**config.mk**
```make
export PLATFORM = sky130hd
export DESIGN_NAME = flight_mode_sequencer_top
export DESIGN_NICKNAME = d
export VERILOG_FILES = /design/src/hdl/fms_pkg.sv /design/src/hdl/fms_cfg_regs.sv /design/src/hdl/fms_goal_check.sv /design/src/hdl/fms_res_queue.sv /design/src/hdl/fms_core.sv /design/src/hdl/flight_mode_sequencer_top.sv
export SDC_FILE = /design/constraint.sdc
export NUM_CORES = 2
export LEC_CHECK = 0
export ABC_AREA = 1
export BUFFER_PORTS_ARGS = -buffer_cell sky130_fd_sc_hd__buf_2
export CORE_MARGIN = 2
export CORE_UTILIZATION = 40
export CTS_CLUSTER_SIZE = 40
export DETAILED_ROUTE_END_ITERATION = 16
export PLACE_DENSITY = 0.64
export SYNTH_ARGS = -nofsm -noshare
export SYNTH_HDL_FRONTEND = slang
export SYNTH_HIERARCHICAL = 1
export SYNTH_SLANG_ARGS = --single-unit
```
**constraint.sdc**
```tcl
create_clock -name clk -period 26.6 [get_ports clk]
set_input_delay 0 -clock clk [delete_from_list [all_inputs] [get_ports clk]]
set_output_delay 0 -clock clk [all_outputs]
set_load 0.01 [all_outputs]
```
**src/hdl/fms_pkg.sv**
```systemverilog
// Shared types, codes and constants for the flight mode sequencer.
// No dependencies; every other file imports this package.
`timescale 1ns / 1ps
`default_nettype none

package fms_pkg;

    // Default widths for the top level parameters
    localparam int POS_WIDTH_DEF  = 24;
    localparam int TICK_WIDTH_DEF = 24;

    localparam int MODE_W     = 4;
    localparam int CMD_W      = 3;
    localparam int REQ_W      = 4;
    localparam int CFG_IDX_W  = 3;
    localparam int CFG_DATA_W = 24;
    localparam int DIST_W     = 17;
    localparam int TCFG_W     = 24;
    localparam int SQ_W       = 2 * DIST_W;
    localparam int SUM_W      = SQ_W + 2;

    // Result queue
    localparam int RQ_DEPTH = 4;
    localparam int RQ_PTR_W = $clog2(RQ_DEPTH);
    localparam int RQ_CNT_W = $clog2(RQ_DEPTH + 1);

    // Modes
    localparam logic [MODE_W-1:0] MODE_IDLE     = 4'd0;
    localparam logic [MODE_W-1:0] MODE_INIT     = 4'd1;
    localparam logic [MODE_W-1:0] MODE_DISARMED = 4'd2;
    localparam logic [MODE_W-1:0] MODE_ARMING   = 4'd3;
    localparam logic [MODE_W-1:0] MODE_ARMED    = 4'd4;
    localparam logic [MODE_W-1:0] MODE_TAKEOFF  = 4'd5;
    localparam logic [MODE_W-1:0] MODE_HOVER    = 4'd6;
    localparam logic [MODE_W-1:0] MODE_MOVING   = 4'd7;
    localparam logic [MODE_W-1:0] MODE_REACHED  = 4'd8;
    localparam logic [MODE_W-1:0] MODE_LANDING  = 4'd9;
    localparam logic [MODE_W-1:0] MODE_ERROR    = 4'd10;

    // Commands
    localparam logic [CMD_W-1:0] CMD_NONE    = 3'd0;
    localparam logic [CMD_W-1:0] CMD_ARM     = 3'd1;
    localparam logic [CMD_W-1:0] CMD_DISARM  = 3'd2;
    localparam logic [CMD_W-1:0] CMD_TAKEOFF = 3'd3;
    localparam logic [CMD_W-1:0] CMD_HOVER   = 3'd4;
    localparam logic [CMD_W-1:0] CMD_LAND    = 3'd5;
    localparam logic [CMD_W-1:0] CMD_GOTO    = 3'd6;

    // Request types
    localparam logic [REQ_W-1:0] REQ_TICK    = 4'd0;
    localparam logic [REQ_W-1:0] REQ_ODOM    = 4'd1;
    localparam logic [REQ_W-1:0] REQ_GOAL    = 4'd2;
    localparam logic [REQ_W-1:0] REQ_ARM     = 4'd3;
    localparam logic [REQ_W-1:0] REQ_TAKEOFF = 4'd4;
    localparam logic [REQ_W-1:0] REQ_HOVER   = 4'd5;
    localparam logic [REQ_W-1:0] REQ_LAND    = 4'd6;
    localparam logic [REQ_W-1:0] REQ_DISARM  = 4'd7;
    localparam logic [REQ_W-1:0] REQ_RESET   = 4'd8;

    // Configuration register indexes
    localparam logic [CFG_IDX_W-1:0] CFG_TAKEOFF_ALT  = 3'd0;
    localparam logic [CFG_IDX_W-1:0] CFG_GOAL_RADIUS  = 3'd1;
    localparam logic [CFG_IDX_W-1:0] CFG_GROUND_LEVEL = 3'd2;
    localparam logic [CFG_IDX_W-1:0] CFG_ARM_TIMEOUT  = 3'd3;
    localparam logic [CFG_IDX_W-1:0] CFG_ARM_CONFIRM  = 3'd4;
    localparam logic [CFG_IDX_W-1:0] CFG_TKOFF_TMO    = 3'd5;
    localparam logic [CFG_IDX_W-1:0] CFG_LAND_TMO     = 3'd6;
    localparam logic [CFG_IDX_W-1:0] CFG_HOLD         = 3'd7;

    // Configuration reset values
    localparam logic [DIST_W-1:0] RST_TAKEOFF_ALT  = 17'd5000;
    localparam logic [DIST_W-1:0] RST_GOAL_RADIUS  = 17'd500;
    localparam logic [DIST_W-1:0] RST_GROUND_LEVEL = 17'd500;
    localparam logic [TCFG_W-1:0] RST_ARM_TIMEOUT  = 24'd1000;
    localparam logic [TCFG_W-1:0] RST_ARM_CONFIRM  = 24'd200;
    localparam logic [TCFG_W-1:0] RST_TKOFF_TMO    = 24'd2000;
    localparam logic [TCFG_W-1:0] RST_LAND_TMO     = 24'd2000;
    localparam logic [TCFG_W-1:0] RST_HOLD         = 24'd400;

    typedef struct packed {
        logic [DIST_W-1:0] takeoff_altitude_mm;
        logic [DIST_W-1:0] goal_radius_mm;
        logic [DIST_W-1:0] ground_level_mm;
        logic [TCFG_W-1:0] arm_timeout_ticks;
        logic [TCFG_W-1:0] arm_confirm_ticks;
        logic [TCFG_W-1:0] takeoff_timeout_ticks;
        logic [TCFG_W-1:0] landing_timeout_ticks;
        logic [TCFG_W-1:0] hold_ticks;
    } cfg_t;

    // What one step hands to the result queue
    typedef struct packed {
        logic [MODE_W-1:0] mode;
        logic [CMD_W-1:0]  cmd0;
        logic [CMD_W-1:0]  cmd1;
        logic              pair;
        logic              accepted;
    } res_ctl_t;

    typedef struct packed {
        logic [MODE_W-1:0] mode;
        logic [CMD_W-1:0]  command;
        logic              accepted;
        logic              last;
    } res_entry_t;

    // Allowed transitions: bit t of entry f is set if mode f may go to mode t
    localparam logic [15:0] ALLOWED_TO [16] = '{
        16'h0002,
        16'h0404,
        16'h0409,
        16'h0414,
        16'h0424,
        16'h0640,
        16'h0680,
        16'h0740,
        16'h06C0,
        16'h0404,
        16'h0001,
        16'h0000,
        16'h0000,
        16'h0000,
        16'h0000,
        16'h0000
    };

    function automatic logic mode_allowed(input logic [MODE_W-1:0] from_mode,
                                          input logic [MODE_W-1:0] to_mode);
        logic [15:0] row;
        row = ALLOWED_TO[from_mode];
        return row[to_mode];
    endfunction

endpackage

`default_nettype wire

```
**src/hdl/fms_cfg_regs.sv**
```systemverilog
// Configuration register file of the flight mode sequencer.
// Depends on fms_pkg for the register indexes, reset values and cfg_t.
`timescale 1ns / 1ps
`default_nettype none

module fms_cfg_regs
    import fms_pkg::*;
(
    input  wire logic                  clk,
    input  wire logic                  rst_n,
    input  wire logic                  cfg_we,
    input  wire logic [CFG_IDX_W-1:0]  cfg_index,
    input  wire logic [CFG_DATA_W-1:0] cfg_data,
    output cfg_t                       cfg
);

    cfg_t cfg_reg;
    cfg_t cfg_next;

    always_comb
    begin
        cfg_next = cfg_reg;
        if (cfg_we)
        begin
            unique case (cfg_index)
                CFG_TAKEOFF_ALT:  cfg_next.takeoff_altitude_mm   = cfg_data[DIST_W-1:0];
                CFG_GOAL_RADIUS:  cfg_next.goal_radius_mm        = cfg_data[DIST_W-1:0];
                CFG_GROUND_LEVEL: cfg_next.ground_level_mm       = cfg_data[DIST_W-1:0];
                CFG_ARM_TIMEOUT:  cfg_next.arm_timeout_ticks     = cfg_data[TCFG_W-1:0];
                CFG_ARM_CONFIRM:  cfg_next.arm_confirm_ticks     = cfg_data[TCFG_W-1:0];
                CFG_TKOFF_TMO:    cfg_next.takeoff_timeout_ticks = cfg_data[TCFG_W-1:0];
                CFG_LAND_TMO:     cfg_next.landing_timeout_ticks = cfg_data[TCFG_W-1:0];
                CFG_HOLD:         cfg_next.hold_ticks            = cfg_data[TCFG_W-1:0];
                default:          cfg_next = cfg_reg;
            endcase
        end
    end

    always_ff @(posedge clk or negedge rst_n)
    begin
        if (!rst_n)
        begin
            cfg_reg.takeoff_altitude_mm   <= RST_TAKEOFF_ALT;
            cfg_reg.goal_radius_mm        <= RST_GOAL_RADIUS;
            cfg_reg.ground_level_mm       <= RST_GROUND_LEVEL;
            cfg_reg.arm_timeout_ticks     <= RST_ARM_TIMEOUT;
            cfg_reg.arm_confirm_ticks     <= RST_ARM_CONFIRM;
            cfg_reg.takeoff_timeout_ticks <= RST_TKOFF_TMO;
            cfg_reg.landing_timeout_ticks <= RST_LAND_TMO;
            cfg_reg.hold_ticks            <= RST_HOLD;
        end
        else
        begin
            cfg_reg <= cfg_next;
        end
    end

    assign cfg = cfg_reg;

endmodule

`default_nettype wire

```
**src/hdl/fms_goal_check.sv**
```systemverilog
// Goal proximity test: squared distance against the squared goal radius.
// Depends on fms_pkg; takes registered per-axis distances from fms_core.
`timescale 1ns / 1ps
`default_nettype none

module fms_goal_check
    import fms_pkg::*;
#(
    parameter int POS_WIDTH = POS_WIDTH_DEF
)
(
    input  wire logic [POS_WIDTH:0]  abs_x,
    input  wire logic [POS_WIDTH:0]  abs_y,
    input  wire logic [POS_WIDTH:0]  abs_z,
    input  wire logic [DIST_W-1:0]   radius,
    output logic                     close
);

    localparam int AW = POS_WIDTH + 1;

    logic [AW-1:0]    rad_ext;
    logic             over;
    logic [SQ_W-1:0]  sq_x;
    logic [SQ_W-1:0]  sq_y;
    logic [SQ_W-1:0]  sq_z;
    logic [SQ_W-1:0]  rad_sq;
    logic [SUM_W-1:0] sum_sq;

    assign rad_ext = AW'(radius);

    // any axis beyond the radius rules the goal out; the rest fit in DIST_W bits
    assign over = (abs_x > rad_ext) || (abs_y > rad_ext) || (abs_z > rad_ext);

    assign sq_x   = abs_x[DIST_W-1:0] * abs_x[DIST_W-1:0];
    assign sq_y   = abs_y[DIST_W-1:0] * abs_y[DIST_W-1:0];
    assign sq_z   = abs_z[DIST_W-1:0] * abs_z[DIST_W-1:0];
    assign rad_sq = radius * radius;
    assign sum_sq = SUM_W'(sq_x) + SUM_W'(sq_y) + SUM_W'(sq_z);

    assign close = !over && (sum_sq < SUM_W'(rad_sq));

endmodule

`default_nettype wire

```
**src/hdl/fms_res_queue.sv**
```systemverilog
// Result queue: holds up to RQ_DEPTH result words, takes one or two per step.
// Depends on fms_pkg for res_ctl_t, res_entry_t and the command codes.
`timescale 1ns / 1ps
`default_nettype none

module fms_res_queue
    import fms_pkg::*;
#(
    parameter int POS_WIDTH = POS_WIDTH_DEF
)
(
    input  wire logic                        clk,
    input  wire logic                        rst_n,
    input  wire logic                        push,
    input  wire res_ctl_t                    push_ctl,
    input  wire logic signed [POS_WIDTH-1:0] push_tx,
    input  wire logic signed [POS_WIDTH-1:0] push_ty,
    input  wire logic signed [POS_WIDTH-1:0] push_tz,
    output logic                             room,
    output logic                             res_valid,
    input  wire logic                        res_stall,
    output logic [MODE_W-1:0]                mode,
    output logic [CMD_W-1:0]                 command,
    output logic signed [POS_WIDTH-1:0]      target_x,
    output logic signed [POS_WIDTH-1:0]      target_y,
    output logic signed [POS_WIDTH-1:0]      target_z,
    output logic                             accepted,
    output logic                             last
);

    res_entry_t                  ent_reg [RQ_DEPTH];
    logic signed [POS_WIDTH-1:0] tx_reg  [RQ_DEPTH];
    logic signed [POS_WIDTH-1:0] ty_reg  [RQ_DEPTH];
    logic signed [POS_WIDTH-1:0] tz_reg  [RQ_DEPTH];

    logic [RQ_PTR_W-1:0] wr_ptr_reg;
    logic [RQ_PTR_W-1:0] wr_ptr_next;
    logic [RQ_PTR_W-1:0] wr_ptr_1;
    logic [RQ_PTR_W-1:0] rd_ptr_reg;
    logic [RQ_PTR_W-1:0] rd_ptr_next;
    logic [RQ_CNT_W-1:0] count_reg;
    logic [RQ_CNT_W-1:0] count_next;
    logic [RQ_CNT_W-1:0] push_n;
    logic                pop;
    res_entry_t          ent0;
    res_entry_t          ent1;

    assign pop       = res_valid && !res_stall;
    assign res_valid = (count_reg != '0);
    assign room      = (count_reg <= RQ_CNT_W'(RQ_DEPTH - 2));
    assign wr_ptr_1  = wr_ptr_reg + 1'b1;

    always_comb
    begin
        ent0.mode     = push_ctl.mode;
        ent0.command  = push_ctl.cmd0;
        ent0.accepted = push_ctl.accepted;
        ent0.last     = !push_ctl.pair;
        ent1.mode     = push_ctl.mode;
        ent1.command  = push_ctl.cmd1;
        ent1.accepted = push_ctl.accepted;
        ent1.last     = 1'b1;

        push_n = '0;
        if (push)
        begin
            push_n = push_ctl.pair ? RQ_CNT_W'(2) : RQ_CNT_W'(1);
        end
        count_next  = count_reg + push_n - RQ_CNT_W'(pop);
        wr_ptr_next = wr_ptr_reg + push_n[RQ_PTR_W-1:0];
        rd_ptr_next = rd_ptr_reg + RQ_PTR_W'(pop);
    end

    always_ff @(posedge clk or negedge rst_n)
    begin
        if (!rst_n)
        begin
            wr_ptr_reg <= '0;
            rd_ptr_reg <= '0;
            count_reg  <= '0;
        end
        else
        begin
            wr_ptr_reg <= wr_ptr_next;
            rd_ptr_reg <= rd_ptr_next;
            count_reg  <= count_next;
        end
    end

    // second word of a pair never carries a target
    always_ff @(posedge clk)
    begin
        if (push)
        begin
            ent_reg[wr_ptr_reg] <= ent0;
            tx_reg[wr_ptr_reg]  <= push_tx;
            ty_reg[wr_ptr_reg]  <= push_ty;
            tz_reg[wr_ptr_reg]  <= push_tz;
            if (push_ctl.pair)
            begin
                ent_reg[wr_ptr_1] <= ent1;
                tx_reg[wr_ptr_1]  <= '0;
                ty_reg[wr_ptr_1]  <= '0;
                tz_reg[wr_ptr_1]  <= '0;
            end
        end
    end

    assign mode     = ent_reg[rd_ptr_reg].mode;
    assign command  = ent_reg[rd_ptr_reg].command;
    assign accepted = ent_reg[rd_ptr_reg].accepted;
    assign last     = ent_reg[rd_ptr_reg].last;
    assign target_x = tx_reg[rd_ptr_reg];
    assign target_y = ty_reg[rd_ptr_reg];
    assign target_z = tz_reg[rd_ptr_reg];

endmodule

`default_nettype wire

```
**src/hdl/fms_core.sv**
```systemverilog
// Input register, sequencer state and the single-pass step logic.
// Depends on fms_pkg; uses fms_goal_check's result through the top level.
`timescale 1ns / 1ps
`default_nettype none

module fms_core
    import fms_pkg::*;
#(
    parameter int POS_WIDTH  = POS_WIDTH_DEF,
    parameter int TICK_WIDTH = TICK_WIDTH_DEF
)
(
    input  wire logic                        clk,
    input  wire logic                        rst_n,
    input  wire logic                        req_valid,
    output logic                             req_stall,
    input  wire logic [REQ_W-1:0]            req_type,
    input  wire logic signed [POS_WIDTH-1:0] pos_x,
    input  wire logic signed [POS_WIDTH-1:0] pos_y,
    input  wire logic signed [POS_WIDTH-1:0] pos_z,
    input  wire logic                        ack_ok,
    input  wire cfg_t                        cfg,
    output logic [POS_WIDTH:0]               abs_x,
    output logic [POS_WIDTH:0]               abs_y,
    output logic [POS_WIDTH:0]               abs_z,
    input  wire logic                        goal_close,
    input  wire logic                        room,
    output logic                             push,
    output res_ctl_t                         push_ctl,
    output logic signed [POS_WIDTH-1:0]      push_tx,
    output logic signed [POS_WIDTH-1:0]      push_ty,
    output logic signed [POS_WIDTH-1:0]      push_tz
);

    localparam int ZW  = ((POS_WIDTH > DIST_W) ? POS_WIDTH : DIST_W) + 1;
    localparam int TCW = (TICK_WIDTH > TCFG_W) ? TICK_WIDTH : TCFG_W;

    // input register
    logic                        s1_valid_reg;
    logic [REQ_W-1:0]            s1_req_reg;
    logic signed [POS_WIDTH-1:0] s1_x_reg;
    logic signed [POS_WIDTH-1:0] s1_y_reg;
    logic signed [POS_WIDTH-1:0] s1_z_reg;
    logic                        s1_ack_reg;

    // sequencer state
    logic [MODE_W-1:0]           mode_reg;
    logic [MODE_W-1:0]           mode_next;
    logic [TICK_WIDTH-1:0]       ticks_reg;
    logic [TICK_WIDTH-1:0]       ticks_next;
    logic signed [POS_WIDTH-1:0] cur_x_reg, cur_y_reg, cur_z_reg;
    logic signed [POS_WIDTH-1:0] cur_x_next, cur_y_next, cur_z_next;
    logic signed [POS_WIDTH-1:0] goal_x_reg, goal_y_reg, goal_z_reg;
    logic signed [POS_WIDTH-1:0] goal_x_next, goal_y_next, goal_z_next;
    logic                        odom_valid_reg, odom_valid_next;
    logic                        goal_valid_reg, goal_valid_next;
    logic [POS_WIDTH:0]          abs_x_reg, abs_y_reg, abs_z_reg;

    logic                        load;
    logic                        fire;
    logic [TICK_WIDTH-1:0]       ticks_inc;
    logic [TCW-1:0]              ticks_cmp;
    logic signed [ZW-1:0]        z_ext;
    logic signed [ZW-1:0]        alt_ext;
    logic signed [ZW-1:0]        gnd_ext;
    logic                        want;
    logic [MODE_W-1:0]           want_mode;
    logic                        change;
    logic                        acc;
    logic                        tgt;
    logic [CMD_W-1:0]            cmd0;
    logic [CMD_W-1:0]            cmd1;
    logic                        pair;
    logic                        rst_try1;
    logic [MODE_W-1:0]           rst_mode1;

    function automatic logic [POS_WIDTH:0] abs_diff(
        input logic signed [POS_WIDTH-1:0] a,
        input logic signed [POS_WIDTH-1:0] b
    );
        logic [POS_WIDTH:0] d;
        d = {a[POS_WIDTH-1], a} - {b[POS_WIDTH-1], b};
        return d[POS_WIDTH] ? (~d + 1'b1) : d;
    endfunction

    assign fire      = s1_valid_reg && room;
    assign req_stall = s1_valid_reg && !room;
    assign load      = req_valid && !req_stall;

    assign ticks_inc = (&ticks_reg) ? ticks_reg : (ticks_reg + 1'b1);
    assign ticks_cmp = TCW'(ticks_inc);
    assign z_ext     = ZW'(cur_z_reg);
    assign alt_ext   = ZW'({1'b0, cfg.takeoff_altitude_mm});
    assign gnd_ext   = ZW'({1'b0, cfg.ground_level_mm});

    always_comb
    begin
        want            = 1'b0;
        want_mode       = mode_reg;
        acc             = 1'b0;
        tgt             = 1'b0;
        cmd0            = CMD_NONE;
        cmd1            = CMD_NONE;
        pair            = 1'b0;
        cur_x_next      = cur_x_reg;
        cur_y_next      = cur_y_reg;
        cur_z_next      = cur_z_reg;
        goal_x_next     = goal_x_reg;
        goal_y_next     = goal_y_reg;
        goal_z_next     = goal_z_reg;
        odom_valid_next = odom_valid_reg;
        goal_valid_next = goal_valid_reg;
        rst_try1        = 1'b0;
        rst_mode1       = mode_reg;

        unique case (s1_req_reg)
            REQ_TICK:
            begin
                unique case (mode_reg)
                    MODE_INIT:
                    begin
                        if (ticks_cmp > TCW'(cfg.hold_ticks))
                        begin
                            want      = 1'b1;
                            want_mode = MODE_DISARMED;
                        end
                    end
                    MODE_ARMING:
                    begin
                        if (ticks_cmp > TCW'(cfg.arm_timeout_ticks))
                        begin
                            want      = 1'b1;
                            want_mode = MODE_ERROR;
                        end
                        else if (ticks_cmp > TCW'(cfg.arm_confirm_ticks))
                        begin
                            want      = 1'b1;
                            want_mode = MODE_ARMED;
                        end
                    end
                    MODE_TAKEOFF:
                    begin
                        if (ticks_cmp > TCW'(cfg.takeoff_timeout_ticks))
                        begin
                            want      = 1'b1;
                            want_mode = MODE_ERROR;
                        end
                        else if (odom_valid_reg && (z_ext >= alt_ext))
                        begin
                            want      = 1'b1;
                            want_mode = MODE_HOVER;
                        end
                    end
                    MODE_HOVER:
                    begin
                        if (odom_valid_reg)
                        begin
                            cmd0 = CMD_HOVER;
                        end
                    end
                    MODE_MOVING:
                    begin
                        if (!goal_valid_reg || !odom_valid_reg)
                        begin
                            want      = 1'b1;
                            want_mode = MODE_HOVER;
                        end
                        else if (goal_close)
                        begin
                            want      = 1'b1;
                            want_mode = MODE_REACHED;
                        end
                        else
                        begin
                            cmd0 = CMD_GOTO;
                            tgt  = 1'b1;
                        end
                    end
                    MODE_REACHED:
                    begin
                        if (ticks_cmp > TCW'(cfg.hold_ticks))
                        begin
                            want      = 1'b1;
                            want_mode = MODE_HOVER;
                        end
                    end
                    MODE_LANDING:
                    begin
                        if (ticks_cmp > TCW'(cfg.landing_timeout_ticks))
                        begin
                            want      = 1'b1;
                            want_mode = MODE_ERROR;
                        end
                        else if (odom_valid_reg && (z_ext < gnd_ext))
                        begin
                            cmd0      = CMD_DISARM;
                            want      = 1'b1;
                            want_mode = MODE_DISARMED;
                        end
                    end
                    MODE_ERROR:
                    begin
                        if (odom_valid_reg && (z_ext > gnd_ext))
                        begin
                            cmd0 = CMD_LAND;
                        end
                    end
                    default:
                    begin
                        want = 1'b0;
                    end
                endcase
            end
            REQ_ODOM:
            begin
                cur_x_next      = s1_x_reg;
                cur_y_next      = s1_y_reg;
                cur_z_next      = s1_z_reg;
                odom_valid_next = 1'b1;
                acc             = 1'b1;
            end
            REQ_GOAL:
            begin
                if (mode_reg == MODE_HOVER)
                begin
                    goal_x_next     = s1_x_reg;
                    goal_y_next     = s1_y_reg;
                    goal_z_next     = s1_z_reg;
                    goal_valid_next = 1'b1;
                    want            = 1'b1;
                    want_mode       = MODE_MOVING;
                end
            end
            REQ_ARM:
            begin
                if (mode_reg == MODE_DISARMED)
                begin
                    cmd0      = CMD_ARM;
                    want      = s1_ack_reg;
                    want_mode = MODE_ARMING;
                end
            end
            REQ_TAKEOFF:
            begin
                if (mode_reg == MODE_ARMED)
                begin
                    cmd0      = CMD_TAKEOFF;
                    want      = s1_ack_reg;
                    want_mode = MODE_TAKEOFF;
                end
            end
            REQ_HOVER:
            begin
                if (mode_reg inside {MODE_MOVING, MODE_REACHED})
                begin
                    cmd0      = CMD_HOVER;
                    want      = s1_ack_reg;
                    want_mode = MODE_HOVER;
                end
            end
            REQ_LAND:
            begin
                if (mode_reg inside {MODE_HOVER, MODE_MOVING, MODE_REACHED})
                begin
                    cmd0      = CMD_LAND;
                    want      = s1_ack_reg;
                    want_mode = MODE_LANDING;
                end
            end
            REQ_DISARM:
            begin
                if (mode_reg == MODE_ARMED)
                begin
                    cmd0      = CMD_DISARM;
                    want      = s1_ack_reg;
                    want_mode = MODE_DISARMED;
                end
            end
            REQ_RESET:
            begin
                if (mode_reg != MODE_DISARMED && mode_reg != MODE_IDLE)
                begin
                    if (mode_reg inside {MODE_HOVER, MODE_MOVING, MODE_REACHED})
                    begin
                        cmd0 = CMD_LAND;
                        cmd1 = CMD_DISARM;
                        pair = 1'b1;
                    end
                    else
                    begin
                        cmd0 = CMD_DISARM;
                    end
                end
                // try idle, then initializing, each through the table
                rst_try1        = mode_allowed(mode_reg, MODE_IDLE);
                rst_mode1       = rst_try1 ? MODE_IDLE : mode_reg;
                want            = 1'b1;
                want_mode       = MODE_INIT;
                odom_valid_next = 1'b0;
                goal_valid_next = 1'b0;
            end
            default:
            begin
                want = 1'b0;
            end
        endcase

        change = want && mode_allowed(rst_mode1, want_mode);
        if (change)
        begin
            mode_next = want_mode;
        end
        else
        begin
            mode_next = rst_mode1;
        end
        change = change || rst_try1;

        if (s1_req_reg == REQ_RESET)
        begin
            acc = (mode_next == MODE_INIT);
        end
        else if (change)
        begin
            acc = 1'b1;
        end

        if (change)
        begin
            ticks_next = '0;
        end
        else if (s1_req_reg == REQ_TICK)
        begin
            ticks_next = ticks_inc;
        end
        else
        begin
            ticks_next = ticks_reg;
        end
    end

    always_ff @(posedge clk or negedge rst_n)
    begin
        if (!rst_n)
        begin
            s1_valid_reg <= 1'b0;
        end
        else if (load)
        begin
            s1_valid_reg <= 1'b1;
        end
        else if (fire)
        begin
            s1_valid_reg <= 1'b0;
        end
    end

    always_ff @(posedge clk)
    begin
        if (load)
        begin
            s1_req_reg <= req_type;
            s1_x_reg   <= pos_x;
            s1_y_reg   <= pos_y;
            s1_z_reg   <= pos_z;
            s1_ack_reg <= ack_ok;
        end
    end

    always_ff @(posedge clk or negedge rst_n)
    begin
        if (!rst_n)
        begin
            mode_reg       <= MODE_DISARMED;
            ticks_reg      <= '0;
            cur_x_reg      <= '0;
            cur_y_reg      <= '0;
            cur_z_reg      <= '0;
            goal_x_reg     <= '0;
            goal_y_reg     <= '0;
            goal_z_reg     <= '0;
            odom_valid_reg <= 1'b0;
            goal_valid_reg <= 1'b0;
            abs_x_reg      <= '0;
            abs_y_reg      <= '0;
            abs_z_reg      <= '0;
        end
        else if (fire)
        begin
            mode_reg       <= mode_next;
            ticks_reg      <= ticks_next;
            cur_x_reg      <= cur_x_next;
            cur_y_reg      <= cur_y_next;
            cur_z_reg      <= cur_z_next;
            goal_x_reg     <= goal_x_next;
            goal_y_reg     <= goal_y_next;
            goal_z_reg     <= goal_z_next;
            odom_valid_reg <= odom_valid_next;
            goal_valid_reg <= goal_valid_next;
            // keep the per-axis distances ready for the next proximity test
            abs_x_reg      <= abs_diff(goal_x_next, cur_x_next);
            abs_y_reg      <= abs_diff(goal_y_next, cur_y_next);
            abs_z_reg      <= abs_diff(goal_z_next, cur_z_next);
        end
    end

    assign abs_x = abs_x_reg;
    assign abs_y = abs_y_reg;
    assign abs_z = abs_z_reg;

    assign push              = fire;
    assign push_ctl.mode     = mode_next;
    assign push_ctl.cmd0     = cmd0;
    assign push_ctl.cmd1     = cmd1;
    assign push_ctl.pair     = pair;
    assign push_ctl.accepted = acc;
    assign push_tx           = tgt ? goal_x_reg : '0;
    assign push_ty           = tgt ? goal_y_reg : '0;
    assign push_tz           = tgt ? goal_z_reg : '0;

endmodule

`default_nettype wire

```
**src/hdl/flight_mode_sequencer_top.sv**
```systemverilog
// Top level of the flight mode sequencer: config registers, core, goal check
// and result queue. Depends on fms_pkg and the fms_* modules.
//
// Channel   Direction  Handshake             Payload
// request   in         req_valid/req_stall   req_type, pos_x/y/z, ack_ok
// result    out        res_valid/res_stall   mode, command, target_x/y/z, accepted, last
// config    in         cfg_we                cfg_index, cfg_data
//
// A request word is registered, then stepped through the mode logic and the
// three squarers of the goal check; one word per cycle enters while the queue
// has room. Each step pushes one or two result words into a four-word queue;
// the queue drains one word per cycle while res_stall is low.
// req_stall rises only while a registered request waits for queue room.
// Reset: mode disarmed, counters, positions and flags cleared, queue empty.
`timescale 1ns / 1ps
`default_nettype none

module flight_mode_sequencer_top
    import fms_pkg::*;
#(
    parameter int POS_WIDTH  = POS_WIDTH_DEF,
    parameter int TICK_WIDTH = TICK_WIDTH_DEF
)
(
    input  wire logic                        clk,
    input  wire logic                        rst_n,
    input  wire logic                        req_valid,
    output logic                             req_stall,
    input  wire logic [REQ_W-1:0]            req_type,
    input  wire logic signed [POS_WIDTH-1:0] pos_x,
    input  wire logic signed [POS_WIDTH-1:0] pos_y,
    input  wire logic signed [POS_WIDTH-1:0] pos_z,
    input  wire logic                        ack_ok,
    output logic                             res_valid,
    input  wire logic                        res_stall,
    output logic [MODE_W-1:0]                mode,
    output logic [CMD_W-1:0]                 command,
    output logic signed [POS_WIDTH-1:0]      target_x,
    output logic signed [POS_WIDTH-1:0]      target_y,
    output logic signed [POS_WIDTH-1:0]      target_z,
    output logic                             accepted,
    output logic                             last,
    input  wire logic                        cfg_we,
    input  wire logic [CFG_IDX_W-1:0]        cfg_index,
    input  wire logic [CFG_DATA_W-1:0]       cfg_data
);

    cfg_t                        cfg;
    logic [POS_WIDTH:0]          abs_x;
    logic [POS_WIDTH:0]          abs_y;
    logic [POS_WIDTH:0]          abs_z;
    logic                        goal_close;
    logic                        room;
    logic                        push;
    res_ctl_t                    push_ctl;
    logic signed [POS_WIDTH-1:0] push_tx;
    logic signed [POS_WIDTH-1:0] push_ty;
    logic signed [POS_WIDTH-1:0] push_tz;

    fms_cfg_regs u_cfg
    (
        .clk       (clk),
        .rst_n     (rst_n),
        .cfg_we    (cfg_we),
        .cfg_index (cfg_index),
        .cfg_data  (cfg_data),
        .cfg       (cfg)
    );

    fms_core #(
        .POS_WIDTH  (POS_WIDTH),
        .TICK_WIDTH (TICK_WIDTH)
    ) u_core
    (
        .clk        (clk),
        .rst_n      (rst_n),
        .req_valid  (req_valid),
        .req_stall  (req_stall),
        .req_type   (req_type),
        .pos_x      (pos_x),
        .pos_y      (pos_y),
        .pos_z      (pos_z),
        .ack_ok     (ack_ok),
        .cfg        (cfg),
        .abs_x      (abs_x),
        .abs_y      (abs_y),
        .abs_z      (abs_z),
        .goal_close (goal_close),
        .room       (room),
        .push       (push),
        .push_ctl   (push_ctl),
        .push_tx    (push_tx),
        .push_ty    (push_ty),
        .push_tz    (push_tz)
    );

    fms_goal_check #(
        .POS_WIDTH (POS_WIDTH)
    ) u_goal
    (
        .abs_x  (abs_x),
        .abs_y  (abs_y),
        .abs_z  (abs_z),
        .radius (cfg.goal_radius_mm),
        .close  (goal_close)
    );

    fms_res_queue #(
        .POS_WIDTH (POS_WIDTH)
    ) u_queue
    (
        .clk       (clk),
        .rst_n     (rst_n),
        .push      (push),
        .push_ctl  (push_ctl),
        .push_tx   (push_tx),
        .push_ty   (push_ty),
        .push_tz   (push_tz),
        .room      (room),
        .res_valid (res_valid),
        .res_stall (res_stall),
        .mode      (mode),
        .command   (command),
        .target_x  (target_x),
        .target_y  (target_y),
        .target_z  (target_z),
        .accepted  (accepted),
        .last      (last)
    );

    // stall only while the queue cannot take a full step
    assert property (@(posedge clk) disable iff (!rst_n)
        req_stall |-> !room)
        else $error("request stalled while queue has room");

    // the second word of a pair is queued with the first
    assert property (@(posedge clk) disable iff (!rst_n)
        (res_valid && !last) |=> res_valid)
        else $error("first word of a pair not followed by its partner");

    // a target is only given with go to goal
    assert property (@(posedge clk) disable iff (!rst_n)
        (res_valid && command != CMD_GOTO) |->
            (target_x == '0 && target_y == '0 && target_z == '0))
        else $error("target present without go to goal");

    assert property (@(posedge clk) disable iff (!rst_n)
        res_valid |-> (mode <= MODE_ERROR))
        else $error("result word carries an unreachable mode");

endmodule

`default_nettype wire
```
==> results.py <==
metrics = {
    "status": {
        "outcome": "finished clean",
    },
    "layout": {
        "largest_reg_flops": 171,
        "layout.nets": 12500,
        "post_route_standard_cell_area_excluding_fillers_um2": 90440,
        "final_layout_size_suffix_gt1_share_pct": 5.761,
        "final_common_cell": "sky130_fd_sc_hd__nand2_1",
        "most_frequent_cells_in_the_layout": "sky130_fd_sc_hd__nand2_1, sky130_fd_sc_hd__inv_1, sky130_fd_sc_hd__nor2_1, sky130_fd_sc_hd__fa_1, sky130_fd_sc_hd__ha_1",
        "nFillCells": 20470,
        "areaGrowthSynthToFinish_pct": 8.680,
    },
    "clock_network": {
        "htree_num_levels": 3,
        "clk-insertion-delay-late_ns": 0.70,
        "cts.sink_count": 829,
        "cts_inserted_buffers": 87,
        "postCtsResizedCells": 0,
        "tritoncts": "done",
        "worst_setup_hold_path_clk_slew_ns": 0.08,
        "cts.root.buffer_cell": "sky130_fd_sc_hd__clkbuf_16",
        "max-clock-path-buffers": 3,
    },
    "setup_path": {
        "rr_startpoint": "u_core/abs_x[5]",
        "worstSetupEndpointType": "register",
        "crit_path_max_incr_delay_ns": 0.91,
        "reg2reg_to": "u_core/ticks_reg[2]",
        "critical_path.startpoint": "u_core/abs_x[5]",
        "required_ns": 27.17,
        "worst_ep_arrival_time_ns": 12.50,
        "crit_type": "reg2reg",
        "worst-r2r-setup-slack_ns": 14.67,
        "critPathMaxFanout": 42,
        "worst_path_max_delay_cell": "sky130_fd_sc_hd__dfrtp_1",
        "cp-start-kind": "register",
        "r2r.worst_path.cells": 53,
        "cp_dominant_cell_by_count": "sky130_fd_sc_hd__nand2_1",
    },
    "flow_run": {
        "maxCapViolCount": 0,
    },
    "drt": {
        "dr.pass1.iters": 6,
        "drt.antenna.violating_nets": 0,
        "total_wirelength_of_the_detailed_routed_design_um": 227900,
        "via_count": 67800,
        "route.detailed.wl_per_inst_um": 16.81,
        "avgViaCountPerCell": 5.001,
        "detailedRoute.firstIterationViolations": 4972,
        "detail_route.drc_violations": 0,
    },
    "floorplanning": {
        "die_height_um": 460.1,
        "core_area_um2": 206900,
        "total_die_area_um2": 211700,
        "std_cell_rows": 167,
        "floorplan.io_pins": 192,
        "die_width_um": 460.1,
        "initial_utilization_pct": 40.23,
    },
    "sta": {
        "max_clock_freq_mhz": 83.83,
        "final_worst_path_period_share_pct": 44.84,
        "rsz0062_at_grt": "false",
        "timing_worst_slew_pin_value_ns": 1.251,
        "setup_viol_count_final": 0,
        "fin_crit_ns": 11.93,
        "worst_clock_skew_ns": 0.03247,
        "maxSlewHeadroom_pct": 15.69,
        "timing_hold_violations_final": 0,
        "fin_max_slew_vios": 0,
        "timing.setup.tns_ns": 0,
    },
    "hold_path": {
        "hold_end": "u_core/s1_req_reg[1]",
        "hold_depth": 2,
        "worst_hold_path_startpoint": "req_type[1]",
        "hold_crit_class": "in2reg",
    },
    "yosys": {
        "ys_types": 72,
        "async_reset_ff_share_pct": 51.63,
        "synthesis.yosys.warnings": 6,
        "synth_edf_count": 109,
        "ys_seq_elements": 829,
        "synth_area_leaders": "sky130_fd_sc_hd__fa_1, sky130_fd_sc_hd__nand2_1, sky130_fd_sc_hd__dfrtp_1",
        "avgSynthCellArea_um2": 7.749,
        "ys.flop_type": "sky130_fd_sc_hd__dfrtp_1",
        "mappedNetlistArea_um2": 83220,
        "synth.yosys.seq_area_share_pct": 23.89,
        "synth_largest_type_area_fraction_pct": 21.63,
        "syn-instance-count": 10740,
        "cell_type_with_the_highest_aggregate_area_in_the_netlist": "sky130_fd_sc_hd__fa_1",
    },
    "grt": {
        "grt_first_pass_wirelength_um": 366400,
        "antenna_found_initial": 10,
        "gr-usage-all-layers_pct": 21.57,
        "via_count_of_the_first_global_routing_pass": 68350,
        "pin_count_of_the_biggest_net_entering_global_routing": 223,
        "grt_overflow": 0,
    },
    "place": {
        "detailed_place.area_um2": 85870,
        "io_buffer_count": 191,
        "post-dp-hpwl_um": 172500,
        "globalplace.congestion": 0.9232,
    },
}
==> metrics by stage <==
step / hold slack [ns] / utilization (%) / cells / setup slack (ns)
floorplan: -0.2956 / - / 10740 / 16.69
global placement: 0.09625 / 41.51 / 13220 / 14.97
detailed placement: 0.09451 / 41.51 / 13220 / 14.85
CTS: 0.001804 / 43.71 / 13550 / 14.80
global route: 0.04493 / 43.72 / 13560 / 13.92
finish: 0.06082 / 43.72 / 13560 / 14.67
==> layout make-up <==
| cell class | instances | area, µm² | area share [%] |
|---|---|---|---|
| clock inverter | 42 | 382.9 | 0.4233 |
| multi-input combinational | 7174 | 52730 | 58.30 |
| inverter | 2286 | 8591 | 9.499 |
| antenna | 6 | 15.01 | 0.01660 |
| sequential | 829 | 19890 | 21.99 |
| tap | 2704 | 3383 | 3.741 |
| timing repair buffer | 395 | 2950 | 3.262 |
| clock buffer | 122 | 2502 | 2.767 |
==> layer usage <==
| layer | global-route usage (%) | share of wire (%) | vias to the layer above |
|---|---|---|---|
| met5 | 0 | 0.029 | - |
| met4 | 7.298 | 3.2 | 10 |
| met3 | 2.334 | 5.8 | 365 |
| met2 | 36.38 | 48 | 1968 |
| met1 | 28.78 | 43 | 32940 |
| li1 | - | - | 32520 |
==> how the worst max path moves through the flow <==
stage / end / cells past startpoint / slack (ns)
5_1_grt: u_core/ticks_reg[17] / 53 / 13.92
3_5_place_dp: u_core/ticks_reg[2] / 53 / 14.85
2_1_floorplan: u_queue/ent_reg[3][1] / 58 / 16.69
6_report: u_core/ticks_reg[2] / 53 / 14.67
3_3_place_gp: u_core/ticks_reg[10] / 51 / 14.97
4_1_cts: u_core/ticks_reg[2] / 53 / 14.80
==> worst max-delay path, delay by kind of cell (launching register included) <==
family	cells	cell delay, ns
adders and majority gates	11	5.17
DFF	1	0.91
xor gates and xnor gates	1	0.16
and+or+nand+nor	25	3.01
buffers and inverters	9	1.04
AOI/OAI and AO/OA	7	1.47
==> logic make-up after synthesis <==
kind of cell | share of synthesized area, %
AOI/OAI and AO/OA | 8.073
xor gates and xnor gates | 2.347
adders and majority gates | 32.50
buffers and inverters | 12.82
DFF | 23.89
other | 0.004506
and+or+nand+nor | 20.37
==> what timing repair did <==
item | CTS | global route
setup buffers | 0 | 0
hold endpoints to repair | 368 | 0
hold buffers | 164 | 0
==> Yosys cell counts (all sizes together), types with 2 or more instances <==
| library cell | number |
|---|---|
| nand2 | 2627 |
| inv | 2283 |
| nor2 | 1011 |
| fa | 899 |
| ha | 723 |
| o21ai | 663 |
| dfrtp | 386 |
| a21oi | 354 |
| dfxtp | 292 |
| clkbuf | 268 |
| nand3 | 244 |
| buf | 183 |
| xor2 | 143 |
| edfxtp | 109 |
| nand3b | 80 |
| xnor2 | 80 |
| o211ai | 79 |
| nor3 | 59 |
| nand4 | 47 |
| dfstp | 42 |
| a21o | 28 |
| or2 | 25 |
| nor4 | 24 |
| o21bai | 20 |
| o21a | 12 |
| a31oi | 11 |
| a21boi | 8 |
| a211oi | 5 |
| o31ai | 5 |
| and3 | 4 |
| a221oi | 3 |
| clkinv | 3 |
| nor3b | 3 |
| o2111ai | 3 |
| a31o | 2 |
| o22ai | 2 |
Power is left out: the tool's default activity adds up to more than one toggle a clock period on the data nets, which glitch-free logic cannot reach.
